--- src/rtl/core/hbnp_ram.sv ---
// Generic single-write, single-read RAM with registered read data.
// No dependencies.
module hbnp_ram #(
    parameter int WIDTH = 8,
    parameter int DEPTH = 64,
    localparam int AW = (DEPTH > 1) ? $clog2(DEPTH) : 1
) (
    input  logic             clk,
    input  logic             we,
    input  logic [AW-1:0]    waddr,
    input  logic [WIDTH-1:0] wdata,
    input  logic [AW-1:0]    raddr,
    output logic [WIDTH-1:0] rdata
);

    logic [WIDTH-1:0] mem [DEPTH];

    always_ff @(posedge clk)
    begin
        if (we)
        begin
            mem[waddr] <= wdata;
        end
        rdata <= mem[raddr];
    end

endmodule

--- config.mk ---
export PLATFORM = sky130hd
export DESIGN_NAME = hbnp_ram
export DESIGN_NICKNAME = d
export VERILOG_FILES = /design/src/rtl/core/hbnp_ram.sv
export SDC_FILE = /design/constraint.sdc
export NUM_CORES = 1
export LEC_CHECK = 0
export BUFFER_PORTS_ARGS = -buffer_cell sky130_fd_sc_hd__buf_2
export CORE_UTILIZATION = 60
export DETAILED_ROUTE_END_ITERATION = 6
export PLACE_DENSITY_LB_ADDON = 0.1
export SLEW_MARGIN = 25
export SYNTH_ARGS = -nofsm -noshare
export SYNTH_HDL_FRONTEND = slang
export SYNTH_SLANG_ARGS = --single-unit
--- constraint.sdc ---
create_clock -name clk -period 2.35 [get_ports clk]
set_clock_uncertainty 0.1 [all_clocks]
set_input_delay 0.1175 -clock clk [delete_from_list [all_inputs] [get_ports clk]]
set_output_delay 0.1175 -clock clk [all_outputs]
set_load 0.02 [all_outputs]
==> results of run 1 <==
layout make-up:
| class | count | area share [%] |
|---|---|---|
| Tap cell | 442 | 2.37 |
| Sequential cell | 520 | 66.6 |
| Multi-Input combinational cell | 369 | 18.5 |
| Timing Repair Buffer | 163 | 5.52 |
| Clock buffer | 65 | 5.88 |
| Clock inverter | 24 | 1.10 |
where the power goes:
| part | internal, uW | switching [uW] | leakage [uW] | total, uW |
|---|---|---|---|---|
| sequential | 10300 | 29.9 | 0.00467 | 10300 |
| clock | 4650 | 3290 | 0.000776 | 7940 |
| combinational | 420 | 609 | 0.00213 | 1030 |
| total | 15300 | 3930 | 0.00758 | 19300 |
registers in the layout, indices dropped and copies added (netlist names):
signal,flops
rdata,8
mem,512
worst reg2reg max path: stages (launching register included):
cell,delay [ns]
edfxtp_1,0.38
mux4_2,0.47
mux2_2,0.29
a221oi_1,0.58
buf_4,0.21
o2bb2ai_1,0.06
cell families (layout without fill, tap and decap cells):
group	Yosys count	count (layout)	synth area share [%]
AOI/OAI and AO/OA	54	54	2.07
buffers and inverters	51	252	1.57
and+or+nand+nor	153	153	3.39
muxes	162	162	15.9
DFF	520	520	77.0
layout by cell type (no fill, tap or decap), types with 4 or more instances in the layout:
master	instances
nor2_1	83
o22ai_1	8
nand3_1	13
a221oi_1	6
o221ai_1	8
mux2i_1	23
nor3_1	7
clkbuf_16	53
mux2_2	13
nor2b_1	14
buf_4	125
edfxtp_1	512
nand2_1	19
clkinvlp_4	6
clkinv_1	6
mux4_2	126
clkinv_2	6
buf_12	9
a211oi_1	4
clkbuf_1	12
nand2b_1	7
dfxtp_1	8
buf_2	25
bufinv_16	5
metrics by stage:
step	std cells	area, sq um
4_1_cts	1583	23300
2_1_floorplan	940	20200
3_3_place_gp	1491	21700
6_report	1583	23300
5_1_grt	1583	23300
3_5_place_dp	1491	21700
layer usage:
metal	global-route usage [%]	vias up	part of all wire, %
li1	-	4248	-
met1	40.5	5315	41
met2	43.2	533	48
met3	4.13	92	8.2
met4	7.54	0	2.5
met5	0	-	0
cell usage after synthesis (8+ instances only):
cell type and number:
edfxtp_1 512, mux4_2 126, nor2_1 83, mux2i_1 23, nand2_1 19, clkbuf_1 17
nor2b_1 14, buf_4 13, mux2_2 13, nand3_1 13, buf_2 11, dfxtp_1 8
o221ai_1 8, o22ai_1 8
worst max-delay path by stage:
stage / endpoint / depth (start not counted) / slack (ns)
after global routing: rdata[0]$_DFF_P_ / 5 / 0.1
after detailed placement: rdata[2]$_DFF_P_ / 7 / -0.006
after global placement: rdata[7]$_DFF_P_ / 7 / -0.06
final: rdata[0]$_DFF_P_ / 5 / 0.12
after floorplan: rdata[3]$_DFF_P_ / 7 / 0.46
after CTS: rdata[0]$_DFF_P_ / 5 / 0.08
==> flow_summary.json, run 1 <==
{
  "min_from": "wdata[0]",
  "slew_violations": 0,
  "worst_slew_pin_slew_ns": 0.843,
  "synth-warning-count": 0,
  "grt_pass1_vias": 10462,
  "pin_count": 30,
  "ff2ff_path_depth": 5,
  "fp.dieW_microns": 185,
  "crit_buf_inv": 1,
  "slowest_delay_ns": 0.58,
  "hold_end": "mem[4][0]$_DFFE_PP_",
  "grt_antenna_before_repair": 1,
  "drt-initial-drc-count": 1314,
  "cts_buffer_depth": 3,
  "path_class": "register to register",
  "utilization_pct": 71.1,
  "finalSetupViolations": 0,
  "fin_crit_sh_pct": 94.7,
  "numCtsBuffers": 50,
  "power_uw": 19300,
  "clock.fmax_mhz": 449,
  "critPathLaunchType": "register",
  "holdBufCountCts": 3,
  "period_needed_ns": 2.23,
  "synth_edf_count": 512,
  "critPathSlowestCell": "a221oi_1",
  "hold_path.class": "primary input to register",
  "multiInputGateArea_sq_mm": 0.00432,
  "outcome": "complete, no violations",
  "rsz0062_at_grt": "false",
  "die-area_sq_mm": 0.0343,
  "crit_path_end_kind": "register",
  "crit_fanout": 1,
  "synth_nets": 962,
  "die_y_microns": 185,
  "remaining_drc_errors": 0,
  "vias_per_cell": 6.44,
  "postRouteAntennaNets": 0,
  "synth.area.top_cells": "edfxtp_1 76%, mux4_2 14%, nor2_1 1.5%",
  "routed_wirelength_mm": 44.3,
  "cp_top_family": "multiplexers",
  "area_growth_pct": 15.6,
  "setup_tns_ns": 0,
  "synthCells": 940,
  "rows": 66,
  "clock_latency_ns": 0.57,
  "worstPathRequired_ns": 2.69,
  "dr.pass1.iters": 5,
  "cts_sinks": 520,
  "whs_path_depth": 1,
  "synth_area_sq_mm": 0.0202,
  "grt.total_usage_pct": 27.4,
  "portBuffers": 29,
  "p_per_area_mw_per_mm2": 826,
  "synth_top_area_share_pct": 76.2,
  "synth_area_per_cell_sq_um": 21.5,
  "reg2reg_to": "rdata[0]$_DFF_P_",
  "cts-resized-gates": 0,
  "p_leak_uw": 0.00758,
  "gp_congestion": 0.874,
  "path_clk_slew_ns": 0.07,
  "grt_max_degree": 65,
  "slew_headroom_pct": 43.8,
  "hold_slack_ns": 0.0125,
  "cts_setup_buffers": 0,
  "crit_chain": "mux4_2 > mux2_2 > a221oi_1 > buf_4 > o2bb2ai_1",
  "vias": 10188,
  "synthFlopType": "edfxtp_1",
  "cts_tree": "built",
  "cp.arrival_ns": 2.56,
  "seq_area_sq_mm": 0.0155,
  "clock-root-buffer": "clkbuf_16",
  "grt.overflow.total": 0,
  "htreeDepth": 2,
  "n_fill_cell": 1957,
  "crit_path_start": "mem[44][0]$_DFFE_PP_",
  "worst_slack_ns": 0.125,
  "start_util_pct": 61.5,
  "ir_worst_vdd_mv": 0.635,
  "nets": 1126,
  "hold_viol_final": 0,
  "ys_seq_area_share_pct": 77.0,
  "ys_ff_latch": 520,
  "wl_per_cell_microns": 28.0,
  "cap_violations": 0,
  "grt_pass1_wl_mm": 66.9,
  "antenna-diode-count": 0,
  "crit-reg2reg-launch": "mem[44][0]$_DFFE_PP_",
  "dpl.hpwl_mm": 28.6,
  "netlist.top_cell.by_area": "edfxtp_1",
  "ys_async_sr_fraction_pct": 0,
  "core-area_sq_mm": 0.0328,
  "place_ws_ns": -0.00585,
  "reg2reg_slack_ns": 0.12,
  "drive_gt1_share_pct": 32.6,
  "synth_cell_types": 40
}
Power figures use the tool's default switching activity.
==> run 2: changes to the inputs <==
Settings changed: PLACE_DENSITY from default to 0.76, PLACE_DENSITY_LB_ADDON 0.1 to default.
Clock period 2.35 ns to 2.2 ns, I/O delays scaled along.
==> flow_summary.json, run 2 (synthesis results as in run 1) <==
{
  "postRouteAntennaNets": 0,
  "fin_crit_sh_pct": 94.9,
  "pin_count": 30,
  "wl_per_cell_microns": 27.3,
  "nets": 1133,
  "clock-root-buffer": "clkbuf_16",
  "p_leak_uw": 0.00760,
  "cts_buffer_depth": 3,
  "cp.arrival_ns": 2.42,
  "crit_path_end_kind": "register",
  "rsz0062_at_grt": "false",
  "worstPathRequired_ns": 2.53,
  "grt_pass1_vias": 10319,
  "grt_max_degree": 65,
  "p_int_uw": 15900,
  "rows": 66,
  "top_regs": "mem x512, rdata x8",
  "period_needed_ns": 2.09,
  "cap_violations": 0,
  "critPathLaunchType": "register",
  "htreeDepth": 2,
  "grt.total_usage_pct": 26.7,
  "vias_per_cell": 6.41,
  "drive_gt1_share_pct": 32.9,
  "finalSetupViolations": 0,
  "hold_path.class": "primary input to register",
  "routed_wirelength_mm": 43.5,
  "hold_viol_final": 2,
  "cts-resized-gates": 0,
  "dr.pass1.iters": 5,
  "hold_slack_ns": -0.000649,
  "cts_tree": "built",
  "crit_chain": "mux4_2 > mux2_2 > o221a_2 > nor3_1 > o32ai_1",
  "power_uw": 20000,
  "grt_antenna_before_repair": 1,
  "cts_setup_buffers": 0,
  "gp_congestion": 0.887,
  "ff2ff_path_depth": 5,
  "slew_headroom_pct": 44.9,
  "worst_slew_pin_slew_ns": 0.827,
  "setup_tns_ns": 0,
  "whs_path_depth": 1,
  "cts_sinks": 520,
  "clock_latency_ns": 0.55,
  "drt-initial-drc-count": 1105,
  "vias": 10199,
  "p_sw_share_pct": 20.6,
  "path_clk_slew_ns": 0.07,
  "critPathSlowestCell": "mux4_2",
  "numCtsBuffers": 49,
  "remaining_drc_errors": 0,
  "die-area_sq_mm": 0.0343,
  "core-area_sq_mm": 0.0328,
  "power.share.sequential_pct": 55.0,
  "outcome": "finished with violations",
  "p_per_area_mw_per_mm2": 859,
  "fp.dieW_microns": 185,
  "dpl.hpwl_mm": 27.7,
  "ir_worst_vdd_mv": 0.623,
  "largest_reg_flops": 512,
  "largest_register": "mem",
  "slew_violations": 0,
  "slowest_delay_ns": 0.48,
  "clock.fmax_mhz": 479,
  "power.share.clock_pct": 39.4,
  "grt_pass1_wl_mm": 65.1,
  "path_class": "register to register",
  "start_util_pct": 61.5,
  "p_comb_share_pct": 5.6,
  "die_y_microns": 185,
  "most-common-layout-cells": "512 x edfxtp_1, 129 x buf_4, 126 x mux4_2, 83 x nor2_1, 51 x clkbuf_16",
  "final_common_cell": "edfxtp_1",
  "grt.overflow.total": 0,
  "p_sw_uw": 4120,
  "portBuffers": 29,
  "crit_fanout": 1,
  "violations": "hold timing",
  "area_growth_pct": 15.6
}
-- run 2: layout make-up --
class | instances | area, sq um
sequential | 520 | 15500
fill | 1957 | 9480
multi-input combinational | 369 | 4320
timing repair buffer | 171 | 1400
clock buffer | 61 | 1310
tap | 442 | 553
clock inverter | 27 | 181
antenna | 1 | 2.50
-- run 2: metal layers --
| layer | up-vias | GRT usage [%] | part of all wire [%] |
|---|---|---|---|
| li1 | 4262 | - | - |
| met1 | 5305 | 38.6 | 39 |
| met2 | 555 | 42.7 | 49 |
| met3 | 77 | 4.29 | 9.3 |
| met4 | 0 | 7.83 | 2.4 |
| met5 | - | 0 | 0 |
-- run 2: path summary, 6_finish.rpt --
| path | endpoint | slack, ns | startpoint |
|---|---|---|---|
| min reg2reg | rdata[6]$_DFF_P_ | 0.76 | mem[30][6]$_DFFE_PP_ |
| max reg2reg | rdata[4]$_DFF_P_ | 0.11 | mem[21][4]$_DFFE_PP_ |
| max | rdata[4]$_DFF_P_ | 0.11 | mem[21][4]$_DFFE_PP_ |
| min | mem[49][3]$_DFFE_PP_ | -0.0006 | wdata[3] |
-- run 2: through the flow --
step | area, sq um | utilization, % | hold slack, ns | std cells | setup slack, ns
after global routing | 23300 | 71.1 | 0.0110 | 1591 | 0.0712
after detailed placement | 21800 | 66.5 | 0.429 | 1501 | -0.128
after CTS | 23300 | 71.1 | 0.00851 | 1590 | 0.110
after floorplan | 20200 | - | 0.109 | 940 | 0.322
final | 23300 | 71.1 | -0.000649 | 1591 | 0.111
after global placement | 21800 | 66.5 | 0.423 | 1501 | -0.147
-- run 2: worst max-delay path: cells and delay by family, from the launching register on --
kind,cells,cell delay (ns)
compound gates,2,0.42
mux,2,0.76
simple gates,1,0.31
flops,1,0.39
-- run 2: power by group through the flow --
stage / Sequential, uW / Combinational (uW) / Clock [uW]
after floorplan: 11200 / 584 / 0
after global placement: 11200 / 1090 / 0
after detailed placement: 11200 / 1120 / 0
after CTS: 11000 / 1120 / 7990
after global routing: 11000 / 1190 / 8350
final: 11000 / 1120 / 7890
-- run 2: what timing repair did --
item                                    4_1_cts  5_1_grt
hold buffers                                  1        0
endpoints found under the hold margin         7        0
endpoints found under the setup margin        0        0
==> run 3: changes to the inputs <==
Settings changed: CORE_UTILIZATION 60 to 56, PLACE_DENSITY 0.76 to 0.75.
Clock period 2.2 ns to 1.9 ns, I/O delays scaled along.
==> flow_summary.json, run 3 (synthesis results as in run 1) <==
{
  "reg2reg_to": "rdata[6]$_DFF_P_",
  "whs_path_depth": 3,
  "cp.arrival_ns": 2.26,
  "worst_slack_ns": -0.0188,
  "postRouteAntennaNets": 0,
  "violations": "hold timing, setup timing",
  "crit_path_start": "mem[24][6]$_DFFE_PP_",
  "place_ws_ns": -0.277,
  "multiInputGateArea_sq_mm": 0.00444,
  "holdBufCountCts": 4,
  "hold_slack_ns": -0.127,
  "hold_viol_final": 11,
  "worst_slew_pin_slew_ns": 0.907,
  "clock-root-buffer": "clkbuf_16",
  "dr.pass1.iters": 5,
  "reg2reg_slack_ns": -0.02,
  "gp_congestion": 0.862,
  "core-area_sq_mm": 0.0355,
  "numCtsBuffers": 49,
  "grt.total_usage_pct": 25.2,
  "routed_wirelength_mm": 44.7,
  "pin_count": 30,
  "drive_gt1_share_pct": 35.9,
  "cts_setup_buffers": 0,
  "cts_buffer_depth": 3,
  "grt.overflow.total": 0,
  "die_y_microns": 192,
  "critPathLaunchType": "register",
  "most-common-layout-cells": "512 x edfxtp_1, 159 x buf_4, 126 x mux4_2, 80 x nor2_1, 49 x clkbuf_16",
  "grt_pass1_vias": 10295,
  "drt-initial-drc-count": 1205,
  "crit_path_end_kind": "register",
  "dpl.hpwl_mm": 28.2,
  "cap_violations": 0,
  "final_common_cell": "edfxtp_1",
  "slew_violations": 0,
  "hold_end": "rdata[6]$_DFF_P_",
  "n_fill_cell": 2191,
  "rsz0062_at_grt": "true",
  "crit-reg2reg-launch": "mem[24][6]$_DFFE_PP_",
  "ir_worst_vdd_mv": 0.925,
  "placed_area_sq_mm": 0.0220,
  "largest_reg_flops": 512,
  "seq_area_sq_mm": 0.0155,
  "worstPathRequired_ns": 2.24,
  "period_needed_ns": 1.92,
  "clock.fmax_mhz": 521,
  "power_uw": 23700,
  "remaining_drc_errors": 0,
  "finalSetupViolations": 1,
  "outcome": "finished with violations",
  "slew_headroom_pct": 39.5,
  "min_from": "raddr[5]",
  "htreeDepth": 2,
  "cts_tree": "built",
  "top_regs": "mem x512, rdata x8",
  "die-area_sq_mm": 0.0368,
  "fin_cells": 1637,
  "crit_fanout": 1,
  "path_clk_slew_ns": 0.06,
  "nets": 1161,
  "grt_antenna_before_repair": 2,
  "vias": 10229,
  "fin_area_sq_mm": 0.0237,
  "clock_latency_ns": 0.57,
  "fin_crit_sh_pct": 101,
  "p_per_area_mw_per_mm2": 998,
  "path_class": "register to register",
  "portBuffers": 29,
  "hold_path.class": "primary input to register",
  "dp_cells": 1545,
  "vias_per_cell": 6.25,
  "rows": 69,
  "area_growth_pct": 17.6,
  "wl_per_cell_microns": 27.3,
  "p_leak_uw": 0.00779,
  "start_util_pct": 56.8,
  "largest_register": "mem",
  "ff2ff_path_depth": 6,
  "grt_pass1_wl_mm": 65.8,
  "cts_sinks": 520,
  "grt_max_degree": 65,
  "fp.dieW_microns": 192
}
## run 3: cell count changes in the layout (fill, tap and decap cells not counted), sizes merged
| cell | change |
|---|---|
| diode | +1 |
| clkbuf | -7 |
| bufinv | +4 |
| clkinvlp | +1 |
| dlygate4sd3 | +3 |
| buf | +25 |
## run 3: repair_timing
item | CTS | global route
resized for setup | 15 | 10
endpoints found under the setup margin | 8 | 7
hold endpoints to repair | 160 | 7
pin swaps | 3 | 6
## run 3: metal layers
metal | part of all wire (%) | vias to the layer above | track usage (%)
li1 | - | 4318 | -
met1 | 40 | 5355 | 35.6
met2 | 48 | 474 | 39.6
met3 | 8.3 | 80 | 5.32
met4 | 3.2 | 2 | 8.64
met5 | 0.018 | - | 0
## run 3: worst max-delay path by stage
stage / to / slack (ns)
2_1_floorplan: rdata[3]$_DFF_P_ / 0.04
3_3_place_gp: rdata[3]$_DFF_P_ / -0.26
3_5_place_dp: rdata[3]$_DFF_P_ / -0.28
4_1_cts: rdata[6]$_DFF_P_ / -0.02
5_1_grt: rdata[6]$_DFF_P_ / -0.06
6_report: rdata[6]$_DFF_P_ / -0.02
## run 3: final cells by class
type	count	area share, %
diodes	2	0.0211
clock buffers	54	5.25
clock inverters	32	1.30
multi-input cells	369	18.7
flip-flops and latches	520	65.5
well taps	461	2.43
repair buffers	199	6.76
## run 3: power breakdown
part / internal (uW) / leakage, uW / switching, uW
sequential: 12700 / 0.00467 / 50.5
combinational: 585 / 0.00235 / 783
clock: 5520 / 0.000764 / 4040
total: 18800 / 0.00779 / 4870
## run 3: critical path, cell delays in order (launching register included)
cell      delay [ns]
edfxtp_1        0.36
mux4_2          0.46
mux2_2          0.29
o221a_4         0.27
nor3_2          0.11
buf_4           0.14
o32ai_1         0.07
## run 3: stage by stage
| stage | utilization, % | TNS, ns | hold slack (ns) |
|---|---|---|---|
| 4_1_cts | 66.7 | -0.0259 | -0.180 |
| 2_1_floorplan | - | 0 | 0.0939 |
| 5_1_grt | 66.8 | -0.164 | -0.131 |
| 6_report | 66.8 | -0.0188 | -0.127 |
| 3_5_place_dp | 62.0 | -2.00 | 0.414 |
| 3_3_place_gp | 62.0 | -1.80 | 0.393 |
